**src/sv/apu_pkg.sv**
```systemverilog
// shared types, constants and lookup functions for the audio unit
`timescale 1ns / 1ps
`default_nettype none
package apu_pkg;

    typedef enum logic [1:0] {
        CMD_TICK  = 2'd0,
        CMD_WRITE = 2'd1,
        CMD_READ  = 2'd2,
        CMD_BYTE  = 2'd3
    } t_cmd;

    localparam logic [4:0] REG_TRI_CTL    = 5'h08;
    localparam logic [4:0] REG_TRI_LO     = 5'h0A;
    localparam logic [4:0] REG_TRI_HI     = 5'h0B;
    localparam logic [4:0] REG_NOISE_CTL  = 5'h0C;
    localparam logic [4:0] REG_NOISE_MODE = 5'h0E;
    localparam logic [4:0] REG_NOISE_LEN  = 5'h0F;
    localparam logic [4:0] REG_DMC_CTL    = 5'h10;
    localparam logic [4:0] REG_DMC_LOAD   = 5'h11;
    localparam logic [4:0] REG_DMC_ADDR   = 5'h12;
    localparam logic [4:0] REG_DMC_LEN    = 5'h13;
    localparam logic [4:0] REG_STATUS     = 5'h15;
    localparam logic [4:0] REG_FRAME      = 5'h17;

    localparam logic [1:0] PULSE_CTL   = 2'd0;
    localparam logic [1:0] PULSE_SWEEP = 2'd1;
    localparam logic [1:0] PULSE_LO    = 2'd2;
    localparam logic [1:0] PULSE_HI    = 2'd3;

    localparam logic [11:0] FRAME_LAST   = 12'd3729;
    localparam logic [10:0] PERIOD_MASK  = 11'h7FF;
    localparam logic [15:0] DMC_BASE     = 16'hC000;
    localparam logic [15:0] ADDR_TOP     = 16'h8000;

    typedef struct packed {
        logic       tick;
        logic       quarter;
        logic       half;
        logic       wr;
        logic [1:0] wr_sel;
        logic [7:0] wr_data;
        logic       len_en;
        logic       len_clr;
    } t_pulse_ctl;

    function automatic logic [7:0] len_lookup(input logic [4:0] idx);
        logic [7:0] v;
        begin
            case (idx)
                5'd0: v = 8'd10;    5'd1: v = 8'd254;  5'd2: v = 8'd20;   5'd3: v = 8'd2;
                5'd4: v = 8'd40;    5'd5: v = 8'd4;    5'd6: v = 8'd80;   5'd7: v = 8'd6;
                5'd8: v = 8'd160;   5'd9: v = 8'd8;    5'd10: v = 8'd60;  5'd11: v = 8'd10;
                5'd12: v = 8'd14;   5'd13: v = 8'd12;  5'd14: v = 8'd26;  5'd15: v = 8'd14;
                5'd16: v = 8'd12;   5'd17: v = 8'd16;  5'd18: v = 8'd24;  5'd19: v = 8'd18;
                5'd20: v = 8'd48;   5'd21: v = 8'd20;  5'd22: v = 8'd96;  5'd23: v = 8'd22;
                5'd24: v = 8'd192;  5'd25: v = 8'd24;  5'd26: v = 8'd72;  5'd27: v = 8'd26;
                5'd28: v = 8'd16;   5'd29: v = 8'd28;  5'd30: v = 8'd32;  5'd31: v = 8'd30;
                default: v = 8'd0;
            endcase
            return v;
        end
    endfunction

    function automatic logic [10:0] noise_lookup(input logic [3:0] idx);
        logic [10:0] v;
        begin
            case (idx)
                4'd0: v = 11'd2;     4'd1: v = 11'd4;     4'd2: v = 11'd8;     4'd3: v = 11'd16;
                4'd4: v = 11'd32;    4'd5: v = 11'd48;    4'd6: v = 11'd64;    4'd7: v = 11'd80;
                4'd8: v = 11'd101;   4'd9: v = 11'd127;   4'd10: v = 11'd190;  4'd11: v = 11'd254;
                4'd12: v = 11'd381;  4'd13: v = 11'd508;  4'd14: v = 11'd1017;
                4'd15: v = 11'd2034;
                default: v = 11'd0;
            endcase
            return v;
        end
    endfunction

    function automatic logic [7:0] dmc_lookup(input logic [3:0] idx);
        logic [7:0] v;
        begin
            case (idx)
                4'd0: v = 8'd214;  4'd1: v = 8'd190;  4'd2: v = 8'd170;  4'd3: v = 8'd160;
                4'd4: v = 8'd143;  4'd5: v = 8'd127;  4'd6: v = 8'd113;  4'd7: v = 8'd107;
                4'd8: v = 8'd95;   4'd9: v = 8'd80;   4'd10: v = 8'd71;  4'd11: v = 8'd64;
                4'd12: v = 8'd53;  4'd13: v = 8'd42;  4'd14: v = 8'd36;  4'd15: v = 8'd27;
                default: v = 8'd0;
            endcase
            return v;
        end
    endfunction

    function automatic logic [7:0] duty_lookup(input logic [1:0] idx);
        logic [7:0] v;
        begin
            case (idx)
                2'd0: v = 8'h40;
                2'd1: v = 8'h60;
                2'd2: v = 8'h78;
                2'd3: v = 8'h9F;
                default: v = 8'h00;
            endcase
            return v;
        end
    endfunction

    // envelope step, result is {divider, volume}
    function automatic logic [7:0] env_step(input logic [7:0] ctl, input logic [3:0] div,
                                            input logic [3:0] vol);
        logic [3:0] d;
        logic [3:0] v;
        begin
            d = div;
            v = vol;
            if (div == 4'd0) begin
                d = ctl[3:0];
                if (vol == 4'd0 && ctl[5]) begin
                    v = 4'd15;
                end else if (vol != 4'd0) begin
                    v = vol - 4'd1;
                end
            end else begin
                d = div - 4'd1;
            end
            return {d, v};
        end
    endfunction

endpackage
`default_nettype wire

```
**src/sv/apu_pulse.sv**
```systemverilog
// one pulse channel with envelope, sweep, length counter and sequencer
`timescale 1ns / 1ps
`default_nettype none
module apu_pulse
    import apu_pkg::*;
(
    input  wire logic       i_clk,
    input  wire logic       i_rst_n,
    input  wire t_pulse_ctl i_ctl,
    input  wire logic       i_chan_two,
    output logic [3:0]      o_level,
    output logic            o_len_nz
);

    logic [10:0] r_period, n_period;
    logic [7:0]  r_len, n_len;
    logic [7:0]  r_sweep, n_sweep;
    logic        r_reload, n_reload;
    logic [7:0]  r_ctl, n_ctl;
    logic [2:0]  r_sdiv, n_sdiv;
    logic [2:0]  r_step, n_step;
    logic [10:0] r_div, n_div;
    logic [3:0]  r_ediv, n_ediv;
    logic [3:0]  r_vol, n_vol;
    logic [3:0]  r_out, n_out;
    logic [11:0] sw_tgt, tk_tgt;
    logic [7:0]  env;
    logic [7:0]  duty;

    function automatic logic [11:0] target(input logic [10:0] per, input logic [7:0] sw,
                                           input logic two);
        logic [10:0] chg;
        logic [11:0] t;
        begin
            chg = per >> sw[2:0];
            if (sw[3]) begin
                t = two ? {1'b0, per - chg} : {1'b0, per + ~chg};
            end else begin
                t = {1'b0, per} + {1'b0, chg};
            end
            return t;
        end
    endfunction

    always_comb begin
        n_period = r_period;
        n_len    = r_len;
        n_sweep  = r_sweep;
        n_reload = r_reload;
        n_ctl    = r_ctl;
        n_sdiv   = r_sdiv;
        n_step   = r_step;
        n_div    = r_div;
        n_ediv   = r_ediv;
        n_vol    = r_vol;
        n_out    = r_out;
        sw_tgt   = target(r_period, r_sweep, i_chan_two);
        env      = env_step(r_ctl, r_ediv, r_vol);
        duty     = duty_lookup(r_ctl[7:6]);

        if (i_ctl.wr) begin
            case (i_ctl.wr_sel)
                PULSE_CTL: begin
                    n_ctl = i_ctl.wr_data;
                end
                PULSE_SWEEP: begin
                    n_sweep  = i_ctl.wr_data;
                    n_reload = 1'b1;
                end
                PULSE_LO: begin
                    n_period = {r_period[10:8], i_ctl.wr_data};
                end
                PULSE_HI: begin
                    if (i_ctl.len_en) begin
                        n_len = len_lookup(i_ctl.wr_data[7:3]);
                    end
                    n_period = {i_ctl.wr_data[2:0], r_period[7:0]};
                    n_step   = 3'd0;
                    n_ediv   = r_ctl[3:0];
                    n_vol    = 4'd15;
                end
                default: begin
                end
            endcase
        end
        if (i_ctl.len_clr) begin
            n_len = 8'd0;
        end
        if (i_ctl.quarter) begin
            n_ediv = env[7:4];
            n_vol  = env[3:0];
        end
        if (i_ctl.half) begin
            if (r_len != 8'd0 && !r_ctl[5]) begin
                n_len = r_len - 8'd1;
            end
            if (r_sdiv == 3'd0 && r_sweep[7] && r_period >= 11'd8 && n_len != 8'd0
                && sw_tgt <= {1'b0, PERIOD_MASK} && r_sweep[2:0] != 3'd0) begin
                n_period = sw_tgt[10:0];
            end
            if (r_sdiv == 3'd0 || r_reload) begin
                n_reload = 1'b0;
                n_sdiv   = r_sweep[6:4];
            end else begin
                n_sdiv = r_sdiv - 3'd1;
            end
        end
        tk_tgt = target(n_period, r_sweep, i_chan_two);
        if (i_ctl.tick) begin
            if (duty[3'd7 - r_step] && n_len != 8'd0 && n_period >= 11'd8
                && tk_tgt <= {1'b0, PERIOD_MASK}) begin
                n_out = r_ctl[4] ? r_ctl[3:0] : n_vol;
            end else begin
                n_out = 4'd0;
            end
            if (r_div != 11'd0) begin
                n_div = r_div - 11'd1;
            end else begin
                n_div  = n_period;
                n_step = r_step + 3'd1;
            end
        end
    end

    always_ff @(posedge i_clk) begin
        if (!i_rst_n) begin
            r_period <= '0;
            r_len    <= '0;
            r_sweep  <= '0;
            r_reload <= 1'b0;
            r_ctl    <= '0;
            r_sdiv   <= '0;
            r_step   <= '0;
            r_div    <= '0;
            r_ediv   <= '0;
            r_vol    <= '0;
            r_out    <= '0;
        end else begin
            r_period <= n_period;
            r_len    <= n_len;
            r_sweep  <= n_sweep;
            r_reload <= n_reload;
            r_ctl    <= n_ctl;
            r_sdiv   <= n_sdiv;
            r_step   <= n_step;
            r_div    <= n_div;
            r_ediv   <= n_ediv;
            r_vol    <= n_vol;
            r_out    <= n_out;
        end
    end

    assign o_level  = r_out;
    assign o_len_nz = (r_len != 8'd0);

endmodule
`default_nettype wire

```
**src/sv/nes_audio_unit.sv**
```systemverilog
// top level of the audio unit: frame sequencer, triangle, noise, delta channel and stream ports
`timescale 1ns / 1ps
`default_nettype none
// Takes one item per clock: a tick, a register write, a status read or a sample byte, each
// giving exactly one result with the channel levels and irq state after that item. All
// channel state is updated in the cycle the item is accepted; the state registers together
// with the read-data register form the result stage, so the output shows a result in the
// cycle after its transfer and a new item is taken whenever the result slot is empty or being
// drained. Sustained rate is one item per cycle while m_axis_tready is high; when fetch_request
// is high the next sample byte must be sent as a byte item, ticks may come in between.
module nes_audio_unit
    import apu_pkg::*;
(
    input  wire logic        i_clk,
    input  wire logic        i_rst_n,
    input  wire logic        s_axis_tvalid,
    output logic             s_axis_tready,
    input  wire logic [23:0] s_axis_tdata,  // reg_offset, write_value, fetched_byte
    input  wire logic [1:0]  s_axis_tuser,  // command
    output logic             m_axis_tvalid,
    input  wire logic        m_axis_tready,
    // read_data, irq_active, pulse_one_level, pulse_two_level, triangle_level,
    // noise_level, delta_level, fetch_request, fetch_address
    output logic [55:0]      m_axis_tdata
);

    logic       acc;
    t_cmd       cmd;
    logic [4:0] off;
    logic [7:0] wv, fb;
    logic       odd_tick, any_tick, wr, rd15, byte_in, wr17, quarter, half, fa, five;

    logic        r_valid;
    logic [7:0]  r_rd, n_rd;
    logic        r_odd, n_odd;
    logic [7:0]  r_en, n_en;
    logic [7:0]  r_mode, n_mode;
    logic        r_firq, n_firq;
    logic        r_dirq, n_dirq;
    logic [11:0] r_fc, n_fc;
    logic [2:0]  r_fs, n_fs;

    logic [10:0] r_tper, n_tper;
    logic [7:0]  r_tlen, n_tlen;
    logic [7:0]  r_tctl, n_tctl;
    logic        r_treload, n_treload;
    logic [10:0] r_tdiv, n_tdiv;
    logic [6:0]  r_tlin, n_tlin;
    logic [4:0]  r_tstep, n_tstep;
    logic [3:0]  r_tout, n_tout;

    logic [7:0]  r_nmode, n_nmode;
    logic [7:0]  r_nlen, n_nlen;
    logic [7:0]  r_nctl, n_nctl;
    logic [14:0] r_lfsr, n_lfsr;
    logic [10:0] r_nper, n_nper;
    logic [10:0] r_ndiv, n_ndiv;
    logic [3:0]  r_nediv, n_nediv;
    logic [3:0]  r_nvol, n_nvol;
    logic [3:0]  r_nout, n_nout;
    logic [7:0]  nenv;
    logic        fbit;

    logic [1:0]  r_dflags, n_dflags;
    logic [3:0]  r_drate, n_drate;
    logic [6:0]  r_dout, n_dout;
    logic [15:0] r_dstart, n_dstart;
    logic [11:0] r_dlen, n_dlen;
    logic [15:0] r_daddr, n_daddr;
    logic [11:0] r_dbytes, n_dbytes;
    logic [2:0]  r_dbits, n_dbits;
    logic [7:0]  r_dbuf, n_dbuf;
    logic        r_dsil, n_dsil;
    logic [7:0]  r_ddiv, n_ddiv;
    logic        r_dpend, n_dpend;
    logic        dfinish;

    t_pulse_ctl p1_ctl, p2_ctl;
    logic [3:0] p1_level, p2_level;
    logic       p1_nz, p2_nz;

    assign s_axis_tready = !r_valid || m_axis_tready;
    assign acc      = s_axis_tvalid && s_axis_tready;
    assign cmd      = t_cmd'(s_axis_tuser);
    assign off      = s_axis_tdata[4:0];
    assign wv       = s_axis_tdata[12:5];
    assign fb       = s_axis_tdata[20:13];
    assign any_tick = acc && cmd == CMD_TICK;
    assign odd_tick = any_tick && r_odd;
    assign wr       = acc && cmd == CMD_WRITE;
    assign rd15     = acc && cmd == CMD_READ && off == REG_STATUS;
    assign byte_in  = acc && cmd == CMD_BYTE && r_dpend;
    assign wr17     = wr && off == REG_FRAME;
    assign five     = r_mode[7];

    // frame sequencer
    always_comb begin
        n_odd  = r_odd;
        n_fc   = r_fc;
        n_fs   = r_fs;
        n_mode = r_mode;
        n_firq = r_firq;
        if (any_tick) begin
            n_odd = !r_odd;
        end
        if (odd_tick) begin
            n_fc = r_fc + 12'd1;
            if (n_fc > FRAME_LAST) begin
                n_fc = 12'd0;
                n_fs = r_fs + 3'd1;
                if (n_fs >= 3'd5 || (n_fs >= 3'd4 && !five)) begin
                    n_fs = 3'd0;
                end
            end
        end
        fa      = odd_tick && n_fc == 12'd0;
        quarter = (fa && !(n_fs == 3'd3 && five)) || (wr17 && wv[7]);
        half    = (fa && (n_fs == 3'd1 || (n_fs == 3'd3 && !five) || (n_fs == 3'd4 && five)))
                  || (wr17 && wv[7]);
        if (fa && n_fs == 3'd3 && r_mode[7:6] == 2'd0) begin
            n_firq = 1'b1;
        end
        if (wr17) begin
            n_mode = wv;
            n_fc   = 12'd0;
            n_fs   = 3'd0;
            if (wv[6]) begin
                n_firq = 1'b0;
            end
        end
        if (rd15) begin
            n_firq = 1'b0;
        end
    end

    // pulse channel controls
    always_comb begin
        p1_ctl         = '0;
        p1_ctl.tick    = odd_tick;
        p1_ctl.quarter = quarter;
        p1_ctl.half    = half;
        p1_ctl.wr      = wr && off[4:2] == 3'd0;
        p1_ctl.wr_sel  = off[1:0];
        p1_ctl.wr_data = wv;
        p1_ctl.len_en  = r_en[0];
        p1_ctl.len_clr = wr && off == REG_STATUS && !wv[0];
        p2_ctl         = p1_ctl;
        p2_ctl.wr      = wr && off[4:2] == 3'd1;
        p2_ctl.len_en  = r_en[1];
        p2_ctl.len_clr = wr && off == REG_STATUS && !wv[1];
    end

    apu_pulse u_pulse1 (
        .i_clk      (i_clk),
        .i_rst_n    (i_rst_n),
        .i_ctl      (p1_ctl),
        .i_chan_two (1'b0),
        .o_level    (p1_level),
        .o_len_nz   (p1_nz)
    );

    apu_pulse u_pulse2 (
        .i_clk      (i_clk),
        .i_rst_n    (i_rst_n),
        .i_ctl      (p2_ctl),
        .i_chan_two (1'b1),
        .o_level    (p2_level),
        .o_len_nz   (p2_nz)
    );

    // triangle, noise, delta channel, status
    always_comb begin
        n_tper = r_tper;  n_tlen = r_tlen;  n_tctl = r_tctl;  n_treload = r_treload;
        n_tdiv = r_tdiv;  n_tlin = r_tlin;  n_tstep = r_tstep;  n_tout = r_tout;
        n_nmode = r_nmode;  n_nlen = r_nlen;  n_nctl = r_nctl;  n_lfsr = r_lfsr;
        n_nper = r_nper;  n_ndiv = r_ndiv;  n_nediv = r_nediv;  n_nvol = r_nvol;
        n_nout = r_nout;
        n_dflags = r_dflags;  n_drate = r_drate;  n_dout = r_dout;  n_dstart = r_dstart;
        n_dlen = r_dlen;  n_daddr = r_daddr;  n_dbytes = r_dbytes;  n_dbits = r_dbits;
        n_dbuf = r_dbuf;  n_dsil = r_dsil;  n_ddiv = r_ddiv;  n_dpend = r_dpend;
        n_en = r_en;  n_dirq = r_dirq;  n_rd = 8'd0;
        nenv    = env_step(r_nctl, r_nediv, r_nvol);
        fbit    = r_lfsr[0] ^ (r_nmode[7] ? r_lfsr[6] : r_lfsr[1]);
        dfinish = 1'b0;

        if (wr) begin
            case (off)
                REG_TRI_CTL: n_tctl = wv;
                REG_TRI_LO: n_tper = {r_tper[10:8], wv};
                REG_TRI_HI: begin
                    if (r_en[2]) begin
                        n_tlen = len_lookup(wv[7:3]);
                    end
                    n_tper    = {wv[2:0], r_tper[7:0]};
                    n_treload = 1'b1;
                end
                REG_NOISE_CTL: n_nctl = wv;
                REG_NOISE_MODE: begin
                    n_nmode = wv;
                    n_nper  = noise_lookup(wv[3:0]);
                end
                REG_NOISE_LEN: begin
                    if (r_en[3]) begin
                        n_nlen = len_lookup(wv[7:3]);
                    end
                    n_nediv = r_nctl[3:0];
                    n_nvol  = 4'd15;
                end
                REG_DMC_CTL: begin
                    n_dflags = wv[7:6];
                    n_drate  = wv[3:0];
                    n_ddiv   = 8'd0;
                end
                REG_DMC_LOAD: n_dout = wv[6:0];
                REG_DMC_ADDR: begin
                    n_dstart = DMC_BASE | {2'b00, wv, 6'd0};
                    n_daddr  = DMC_BASE | {2'b00, wv, 6'd0};
                end
                REG_DMC_LEN: begin
                    n_dlen   = {wv, 4'd1};
                    n_dbytes = {wv, 4'd1};
                end
                REG_STATUS: begin
                    n_en = wv;
                    if (!wv[3]) n_nlen = 8'd0;
                    if (!wv[2]) n_tlen = 8'd0;
                    if (!wv[4]) begin
                        n_dbytes = 12'd0;
                    end else if (r_dbytes == 12'd0) begin
                        n_daddr  = r_dstart;
                        n_dbytes = r_dlen;
                    end
                    n_dirq = 1'b0;
                end
                default: begin
                end
            endcase
        end

        if (rd15) begin
            n_rd = {r_dirq, r_firq, 1'b0, r_dbytes != 12'd0, r_nlen != 8'd0,
                    r_tlen != 8'd0, p2_nz, p1_nz};
        end

        if (quarter) begin
            if (r_treload) begin
                n_tlin = r_tctl[6:0];
            end else if (r_tlin != 7'd0) begin
                n_tlin = r_tlin - 7'd1;
            end
            if (!r_tctl[7]) begin
                n_treload = 1'b0;
            end
            n_nediv = nenv[7:4];
            n_nvol  = nenv[3:0];
        end
        if (half) begin
            if (r_tlen != 8'd0 && !r_tctl[7]) n_tlen = r_tlen - 8'd1;
            if (r_nlen != 8'd0 && !r_nctl[5]) n_nlen = r_nlen - 8'd1;
        end

        if (any_tick) begin
            n_tout = (r_tper > 11'd1) ? (r_tstep[4] ? r_tstep[3:0] : ~r_tstep[3:0]) : 4'd0;
            if (r_tdiv != 11'd0) begin
                n_tdiv = r_tdiv - 11'd1;
            end else begin
                n_tdiv = r_tper;
                if (n_tlin != 7'd0 && n_tlen != 8'd0) begin
                    n_tstep = r_tstep + 5'd1;
                end
            end
        end

        if (odd_tick) begin
            if (n_nlen != 8'd0 && !r_lfsr[0]) begin
                n_nout = r_nctl[4] ? r_nctl[3:0] : n_nvol;
            end else begin
                n_nout = 4'd0;
            end
            if (r_ndiv != 11'd0) begin
                n_ndiv = r_ndiv - 11'd1;
            end else begin
                n_ndiv = r_nper;
                n_lfsr = {fbit, r_lfsr[14:1]};
            end
            if (!r_dpend) begin
                if (r_ddiv >= dmc_lookup(r_drate)) begin
                    n_ddiv = 8'd0;
                    if (r_dbits == 3'd0 && r_dbytes != 12'd0) begin
                        n_dpend = 1'b1;
                    end else begin
                        if (r_dbits == 3'd0) begin
                            n_dsil = 1'b1;
                        end
                        dfinish = 1'b1;
                    end
                end else begin
                    n_ddiv = r_ddiv + 8'd1;
                end
            end
        end

        if (byte_in) begin
            n_dpend = 1'b0;
            n_dbuf  = fb;
            n_daddr = (r_daddr + 16'd1) | ADDR_TOP;
            if (r_dbytes != 12'd0) begin
                n_dbytes = r_dbytes - 12'd1;
            end
            n_dsil = 1'b0;
            if (n_dbytes == 12'd0 && r_dflags[0]) begin
                n_daddr  = r_dstart;
                n_dbytes = r_dlen;
            end else if (n_dbytes == 12'd0 && r_dflags[1]) begin
                n_dirq = 1'b1;
            end
            dfinish = 1'b1;
        end

        if (dfinish) begin
            n_dbits = r_dbits - 3'd1;
            if (!n_dsil) begin
                if (n_dbuf[0] && r_dout <= 7'd125) begin
                    n_dout = r_dout + 7'd2;
                end else if (!n_dbuf[0] && r_dout >= 7'd2) begin
                    n_dout = r_dout - 7'd2;
                end
            end
            n_dbuf = n_dbuf >> 1;
        end
    end

    always_ff @(posedge i_clk) begin
        if (!i_rst_n) begin
            r_valid <= 1'b0;
        end else if (acc) begin
            r_valid <= 1'b1;
        end else if (m_axis_tready) begin
            r_valid <= 1'b0;
        end
    end

    always_ff @(posedge i_clk) begin
        if (!i_rst_n) begin
            r_rd <= '0;  r_odd <= 1'b0;  r_en <= '0;  r_mode <= '0;  r_firq <= 1'b0;
            r_dirq <= 1'b0;  r_fc <= '0;  r_fs <= '0;
            r_tper <= '0;  r_tlen <= '0;  r_tctl <= '0;  r_treload <= 1'b0;  r_tdiv <= '0;
            r_tlin <= '0;  r_tstep <= '0;  r_tout <= '0;
            r_nmode <= '0;  r_nlen <= '0;  r_nctl <= '0;  r_lfsr <= 15'd1;  r_nper <= '0;
            r_ndiv <= '0;  r_nediv <= '0;  r_nvol <= '0;  r_nout <= '0;
            r_dflags <= '0;  r_drate <= '0;  r_dout <= '0;  r_dstart <= '0;  r_dlen <= '0;
            r_daddr <= '0;  r_dbytes <= '0;  r_dbits <= '0;  r_dbuf <= '0;  r_dsil <= 1'b0;
            r_ddiv <= '0;  r_dpend <= 1'b0;
        end else if (acc) begin
            r_rd <= n_rd;  r_odd <= n_odd;  r_en <= n_en;  r_mode <= n_mode;
            r_firq <= n_firq;  r_dirq <= n_dirq;  r_fc <= n_fc;  r_fs <= n_fs;
            r_tper <= n_tper;  r_tlen <= n_tlen;  r_tctl <= n_tctl;  r_treload <= n_treload;
            r_tdiv <= n_tdiv;  r_tlin <= n_tlin;  r_tstep <= n_tstep;  r_tout <= n_tout;
            r_nmode <= n_nmode;  r_nlen <= n_nlen;  r_nctl <= n_nctl;  r_lfsr <= n_lfsr;
            r_nper <= n_nper;  r_ndiv <= n_ndiv;  r_nediv <= n_nediv;  r_nvol <= n_nvol;
            r_nout <= n_nout;
            r_dflags <= n_dflags;  r_drate <= n_drate;  r_dout <= n_dout;
            r_dstart <= n_dstart;  r_dlen <= n_dlen;  r_daddr <= n_daddr;
            r_dbytes <= n_dbytes;  r_dbits <= n_dbits;  r_dbuf <= n_dbuf;
            r_dsil <= n_dsil;  r_ddiv <= n_ddiv;  r_dpend <= n_dpend;
        end
    end

    assign m_axis_tvalid = r_valid;
    assign m_axis_tdata  = {7'd0, r_daddr | ADDR_TOP, r_dpend, r_dout, r_nout, r_tout,
                            p2_level, p1_level, r_firq | r_dirq, r_rd};

    a_addr_top: assert property (@(posedge i_clk) disable iff (!i_rst_n)
        m_axis_tvalid |-> m_axis_tdata[48])
        else $error("fetch address lost its top bit");

    a_dmc_hold: assert property (@(posedge i_clk) disable iff (!i_rst_n)
        (odd_tick && r_dpend) |=> $stable(r_ddiv))
        else $error("delta divider moved while a byte was awaited");

    a_rd_zero: assert property (@(posedge i_clk) disable iff (!i_rst_n)
        (acc && !rd15) |=> (r_rd == 8'd0))
        else $error("read data set on a transfer that was not a status read");

    a_firq_clear: assert property (@(posedge i_clk) disable iff (!i_rst_n)
        rd15 |=> !r_firq)
        else $error("frame irq survived a status read");

endmodule
`default_nettype wire
```
**config.mk**
```make
export PLATFORM = sky130hd
export DESIGN_NAME = nes_audio_unit
export DESIGN_NICKNAME = d
export VERILOG_FILES = /design/src/sv/apu_pkg.sv /design/src/sv/apu_pulse.sv /design/src/sv/nes_audio_unit.sv
export SDC_FILE = /design/constraint.sdc
export NUM_CORES = 1
export LEC_CHECK = 0
export BUFFER_PORTS_ARGS = -buffer_cell sky130_fd_sc_hd__buf_2
export CORE_ASPECT_RATIO = 1.1
export CORE_MARGIN = 4
export CORE_UTILIZATION = 30
export CTS_BUF_LIST = sky130_fd_sc_hd__clkbuf_8
export CTS_CLUSTER_SIZE = 25
export DETAILED_ROUTE_END_ITERATION = 7
export GPL_ROUTABILITY_DRIVEN = 0
export PLACE_DENSITY = 0.44
export REMOVE_ABC_BUFFERS = 1
export SLEW_MARGIN = 20
export SYNTH_ARGS = -nofsm -noshare
export SYNTH_HDL_FRONTEND = slang
export SYNTH_SLANG_ARGS = --single-unit
```
**constraint.sdc**
```tcl
create_clock -name i_clk -period 19.28 [get_ports i_clk]
set_input_delay 1.928 -clock i_clk [delete_from_list [all_inputs] [get_ports i_clk]]
set_output_delay 1.928 -clock i_clk [all_outputs]
set_load 0.005 [all_outputs]
```
==> qor.yml, run 1 <==
clocking:
  cts_hold_buf: 0
  clockBufferDepth: 3
  cts_sinks: 368
  ctsResizeCount: 0
  clk_pin_slew_ns: 0.06
  post_cts_buffers: 0
  clk_latency_ns: 0.68
  htree_levels: 3
  numCtsBuffers: 77
  cts_tree: "built"
  cts_root_buf: "clkbuf_8"
place:
  hpwl_um: 60800
  io_buffers: 75
pwr:
  sw_frac_of_total_pct: 27.6
  pwr-share-clk_pct: 48.8
  total_power_mw: 1.73
  pwr-share-comb_pct: 6.8
  peakVddDrop_uv: 38.9
  power.share.sequential_pct: 44.4
  power.density_mw_per_mm2: 62.1
  p_sw_mw: 0.477
  p_int_mw: 1.25
  p_leak_nw: 10.9
logic_synthesis:
  ys_async_sr_fraction_pct: 0
  synth-compound-area-share_pct: 22.8
  ys.flop_type: "dfxtp_1"
  netlist_instances: 3335
  ys_seq_elements: 368
  yosys.area.top_type: "dfxtp_1"
  synth.area.top_cells: "dfxtp_1 30%, ha_1 6.9%, nor2_1 6.7%"
  synth_top_family_by_area: "simple AND/OR/NAND/NOR gates"
  synth_fa_ha_area_share_pct: 7.25
  yosysWarnings: 0
  yosys.area_share.simple_pct: 26.3
  synthMuxAreaShare_pct: 6.54
  ys_types: 99
  syn_area_mm2: 0.0249
  synth_edf_count: 0
  synth_top_cell_area_share_pct: 29.6
  syn_avg_cell_area_um2: 7.47
  seq_area_frac_synth_pct: 29.6
  synth_xor_area_share_pct: 1.93
layout:
  regArea_mm2: 0.00737
  drive_above_1_share_pct: 9.59
  filler_cell_count: 8999
  multi_input_area_mm2: 0.0162
  area_delta_synth_final_pct: 11.9
  nets: 3535
global_routing:
  grt_pass1_vias: 23200
  antenna_found_initial: 2
  grt.total_usage_pct: 19.6
  grt_overflow: 0
  grt_max_degree: 81
  grt_pass1_wl_um: 136000
min_path:
  min-delay-start: "r_dstart[14]"
  hold_class: "flip-flop to flip-flop"
setup_path:
  start_kind: "primary input"
  worst-path-max-fanout: 25
  endpoint_kind: "flip-flop"
  r2r_start: "u_pulse1.r_sweep[0]"
  path_class: "primary input to flip-flop"
  worst_ep_arrival_time_ns: 9.08
  required_ns: 19.85
  crit_path_start: "s_axis_tdata[9]"
route:
  drt_wl_total_um: 87300
  first_pass_iters: 5
  via_per_inst: 5.36
  drc_errors: 0
  dr.first_iter.drc_count: 1472
  wl_per_cell_um: 19.5
  ant_nets: 0
  vias: 24000
die:
  die_h_um: 310
  ios: 88
  die_x_um: 283
  core_area_mm2: 0.0820
  start_util_pct: 30.4
  rows: 110
  fp.dieArea_mm2: 0.0877
sta:
  slew_headroom_pct: 27.2
  slew_violations: 0
  min_period_over_period_pct: 44.1
  rsz0062_at_grt: "no"
  hold_viol: 0
  tightest_slew_ns: 1.09
  setup_violations: 0
  fin_crit_ns: 8.51
  fmax_ghz: 0.118
  skew_ns: 0.0514
  setup_tns_ns: 0
flow_run:
  max-cap-violations: 0
run_status:
  outcome: "finished, final reports clean"
[sequential cells by signal (all words and copies together), names as in the netlist, 9 cells and up, named ones only]
name               cells
r_daddr               15
r_lfsr                15
r_dbytes              12
r_fc                  12
r_ndiv                11
r_nper                11
r_tdiv                11
r_tper                11
u_pulse1.r_div        11
u_pulse1.r_period     11
u_pulse2.r_div        11
u_pulse2.r_period     11
r_dlen                 9
r_dstart               9
[worst max-delay path, stage by stage]
cell,delay (ns)
buf_2,0.07
buf_4,0.45
clkinv_1,0.60
ha_1,0.45
and2_1,0.17
o21ai_0,0.83
a31oi_1,0.23
a21oi_1,0.19
nand3_1,0.21
nand4_4,0.33
mux2i_1,0.56
mux2i_1,0.19
mux4_2,0.49
inv_1,0.07
ha_1,0.22
a21o_1,0.18
a21o_1,0.18
a21o_1,0.17
a21o_1,0.17
a21oi_1,0.17
nor2b_1,0.07
o2111ai_1,0.17
a21oi_1,0.10
a2111oi_0,0.33
o211ai_1,0.29
o21ai_0,0.21
[power groups by stage]
stage	registers (mW)	logic (mW)	clock network, mW
3_5_place_dp	0.785	0.119	0
4_1_cts	0.769	0.119	0.882
6_report	0.769	0.118	0.845
5_1_grt	0.769	0.130	0.914
2_1_floorplan	0.784	0.0608	0
3_3_place_gp	0.785	0.119	0
[layout by cell type, fill, tap and decap left out, types with 41 or more instances in the layout]
cell / Yosys / layout
dfxtp_1: 368 / 368
mux2i_1: 114 / 114
buf_4: 12 / 53
clkbuf_8: 0 / 98
inv_1: 160 / 184
nor2_1: 447 / 444
ha_1: 138 / 138
o21ai_0: 193 / 192
and2_1: 41 / 41
a21oi_1: 328 / 328
buf_2: 8 / 74
nor3_1: 110 / 107
nand2_1: 334 / 334
nand3_1: 102 / 101
a211oi_1: 46 / 46
or3_1: 54 / 54
[synth_stat cells (all sizes together), types with 34 or more instances]
| master | n |
|---|---|
| ha | 138 |
| nand3 | 102 |
| and2 | 41 |
| nand4 | 35 |
| a31oi | 39 |
| a21oi | 329 |
| o21ai | 195 |
| mux2i | 122 |
| nand2b | 39 |
| nor4 | 39 |
| or3 | 54 |
| nor2 | 447 |
| a211oi | 47 |
| nor3 | 111 |
| inv | 161 |
| dfxtp | 368 |
| xnor2 | 34 |
| nand2 | 334 |
| buf | 38 |
| clkbuf | 147 |
[through the flow]
stage	hold slack (ns)	util (%)	instances	instance area, um2	worst slack (ns)
after floorplan	0.424	-	3157	24200	10.82
after global placement	0.436	32.1	4348	26300	10.14
after detailed placement	0.441	32.1	4348	26300	10.05
after CTS	0.450	34.0	4485	27900	10.77
after global routing	0.470	34.0	4486	27900	10.17
final	0.449	34.0	4487	27900	10.77
[final cells by class]
class | instances | area share, %
Inverter | 164 | 2.24
Tap cell | 1064 | 4.78
Timing Repair Buffer | 127 | 2.76
Sequential cell | 368 | 26.4
Clock inverter | 39 | 0.714
Multi-Input combinational cell | 2625 | 58.2
Clock buffer | 98 | 4.84
Antenna cell | 2 | 0.0180
[logic make-up after synthesis]
| logic type | after synthesis |
|---|---|
| flip-flops | 368 |
| multiplexers | 147 |
| AO/OA/AOI/OAI | 907 |
| AND/OR/NAND/NOR | 1365 |
| adder cells (fa/ha/maj) | 142 |
| other | 2 |
| buffers and inverters | 349 |
| XOR/XNOR | 55 |
[worst paths after layout]
kind	end	slack, ns	depth (start not counted)
worst min register to register	r_dstart[14]	0.45	2
worst min-delay path	r_dstart[14]	0.45	2
worst max-delay path	u_pulse2.o_level[0]	10.77	26
worst max register to register	u_pulse1.o_level[3]	11.60	27
[metal layers]
layer | part of all wire, % | track usage [%] | vias to the layer above
met2 | 47 | 33.0 | 498
met3 | 4.7 | 3.10 | 120
met5 | 0 | 0 | -
li1 | - | - | 12000
met4 | 2.6 | 5.99 | 0
met1 | 45 | 25.8 | 11400
(Power assumes the default switching activity.)
==> run 2, diff against run 1 <==
--- a/config.mk
+++ b/config.mk
@@ -13,7 +13,7 @@
 export CTS_CLUSTER_SIZE = 25
 export DETAILED_ROUTE_END_ITERATION = 7
 export GPL_ROUTABILITY_DRIVEN = 0
-export PLACE_DENSITY = 0.44
+export PLACE_DENSITY = 0.45
 export REMOVE_ABC_BUFFERS = 1
 export SLEW_MARGIN = 20
 export SYNTH_ARGS = -nofsm -noshare
==> constraint.sdc (replaced) <==
create_clock -name i_clk -period 7.8 [get_ports i_clk]
set_input_delay 0.78 -clock i_clk [delete_from_list [all_inputs] [get_ports i_clk]]
set_output_delay 0.78 -clock i_clk [all_outputs]
set_load 0.005 [all_outputs]
==> qor.yml, run 2 (synthesized netlist as in run 1, its figures left out) <==
place:
  io_buffers: 75
  post_dp_cell_area_mm2: 0.0265
  hpwl_um: 61500
  dp_worst_setup_slack_ns: 0.683
pwr:
  peakVddDrop_uv: 135
  p_leak_nw: 11.1
  power.density_mw_per_mm2: 156
global_routing:
  grt_pass1_vias: 23500
  grt_pass1_wl_um: 137000
  grt_overflow: 0
  grt.total_usage_pct: 19.6
  antenna_found_initial: 2
  grt_max_degree: 157
clocking:
  ctsResizeCount: 0
  numCtsBuffers: 78
  cts_tree: "built"
  htree_levels: 3
  clk_latency_ns: 0.69
  clockBufferDepth: 3
  clk_pin_slew_ns: 0.06
  cts_hold_buf: 0
  post_cts_buffers: 0
  cts_sinks: 368
  cts_root_buf: "clkbuf_8"
sta:
  skew_ns: 0.0620
  setup_ws_ns: 0.679
  slew_headroom_pct: 31.9
  worst_hold_slack_ns: 0.395
  min_period_over_period_pct: 91.3
  fin_crit_ns: 7.12
  rsz0062_at_grt: "no"
  tightest_slew_ns: 1.02
  setup_violations: 0
  fmax_ghz: 0.140
  setup_tns_ns: 0
  hold_viol: 0
  slew_violations: 0
setup_path:
  worst-path-max-fanout: 13
  start_kind: "flip-flop"
  cpMostUsedCell: "a21o_1"
  required_ns: 8.38
  path_class: "flip-flop to flip-flop"
  reg2regPathDepth: 30
  worst_ep_arrival_time_ns: 7.70
  crit_path_max_incr_delay_ns: 0.75
  endpoint_kind: "flip-flop"
  cpMaxStageDelayCell: "dfxtp_1"
run_status:
  outcome: "finished, final reports clean"
layout:
  final_common_cell: "nor2_1"
  nets: 3562
  reg.largest.list: "r_daddr (15), r_lfsr (15)"
  design_area_mm2: 0.0282
  final_core_util_pct: 34.3
  drive_above_1_share_pct: 10.4
  area_delta_synth_final_pct: 13.1
  layout_common_cells: "445 x nor2_1, 368 x dfxtp_1, 334 x nand2_1"
die:
  die_h_um: 310
  die_x_um: 283
  rows: 110
  ios: 88
  core_area_mm2: 0.0820
  start_util_pct: 30.4
  fp.dieArea_mm2: 0.0877
route:
  first_pass_iters: 5
  ant_nets: 0
  drt_wl_total_um: 87800
  wl_per_cell_um: 19.4
  via_per_inst: 5.37
  drc_errors: 0
  vias: 24200
  dr.first_iter.drc_count: 1595
flow_run:
  max-cap-violations: 0
min_path:
  hold_depth: 3
  hold_class: "primary input to flip-flop"
-- run 2: cell types whose count changed in the layout (fill, tap and decap cells not counted) --
cell	before	now
buf_12	0	1
inv_1	184	181
clkbuf_8	98	99
bufinv_16	0	2
clkinvlp_4	4	2
buf_4	53	78
inv_8	3	4
clkinv_8	0	1
diode_2	2	3
nor2_2	2	1
clkinv_2	8	9
nor2_1	444	445
-- run 2: per-layer routing --
layer  vias up  GRT usage (%)  part of all wire, %
li1      12100              -                    -
met1     11500           26.0                   46
met2       562           33.3                   47
met3       125           2.39                  4.2
met4         0           6.25                  2.7
met5         -              0                    0
-- run 2: final cells by class --
class                   count  area (um2)
flip-flops and latches    368        7370
multi-input cells        2625       16200
clock buffers              99        1360
diodes                      3        7.51
clock inverters            39         265
well taps                1064        1330
repair buffers            153         976
fillers                  8849       53900
inverters                 164         623
-- run 2: final timing paths --
| check | startpoint | end | slack [ns] |
|---|---|---|---|
| setup / recovery | u_pulse2.r_sweep[1] | u_pulse2.o_level[2] | 0.68 |
| hold / removal | s_axis_tdata[20] | r_dbuf[6] | 0.40 |
| setup reg to reg | u_pulse2.r_sweep[1] | u_pulse2.o_level[2] | 0.68 |
| hold reg to reg | r_lfsr[11] | r_lfsr[10] | 0.43 |
-- run 2: critical path, delay by kind of cell (launching register included) --
family	cells	cell delay [ns]
compound gates	15	3.00
mux	4	1.56
flops	1	0.75
simple gates	6	0.73
fa+ha+maj	2	0.55
buf+inv	3	0.47
-- run 2: power breakdown --
part | switching (mW) | internal [mW]
logic | 0.215 | 0.0834
registers | 0.0111 | 1.89
clock network | 0.968 | 1.22
-- run 2: stage by stage --
| step | instances | power (mW) |
|---|---|---|
| final | 4515 | 4.38 |
| after global routing | 4513 | 4.57 |
| after CTS | 4512 | 4.46 |
| after detailed placement | 4374 | 2.24 |
| after global placement | 4374 | 2.24 |
| after floorplan | 3157 | 2.09 |
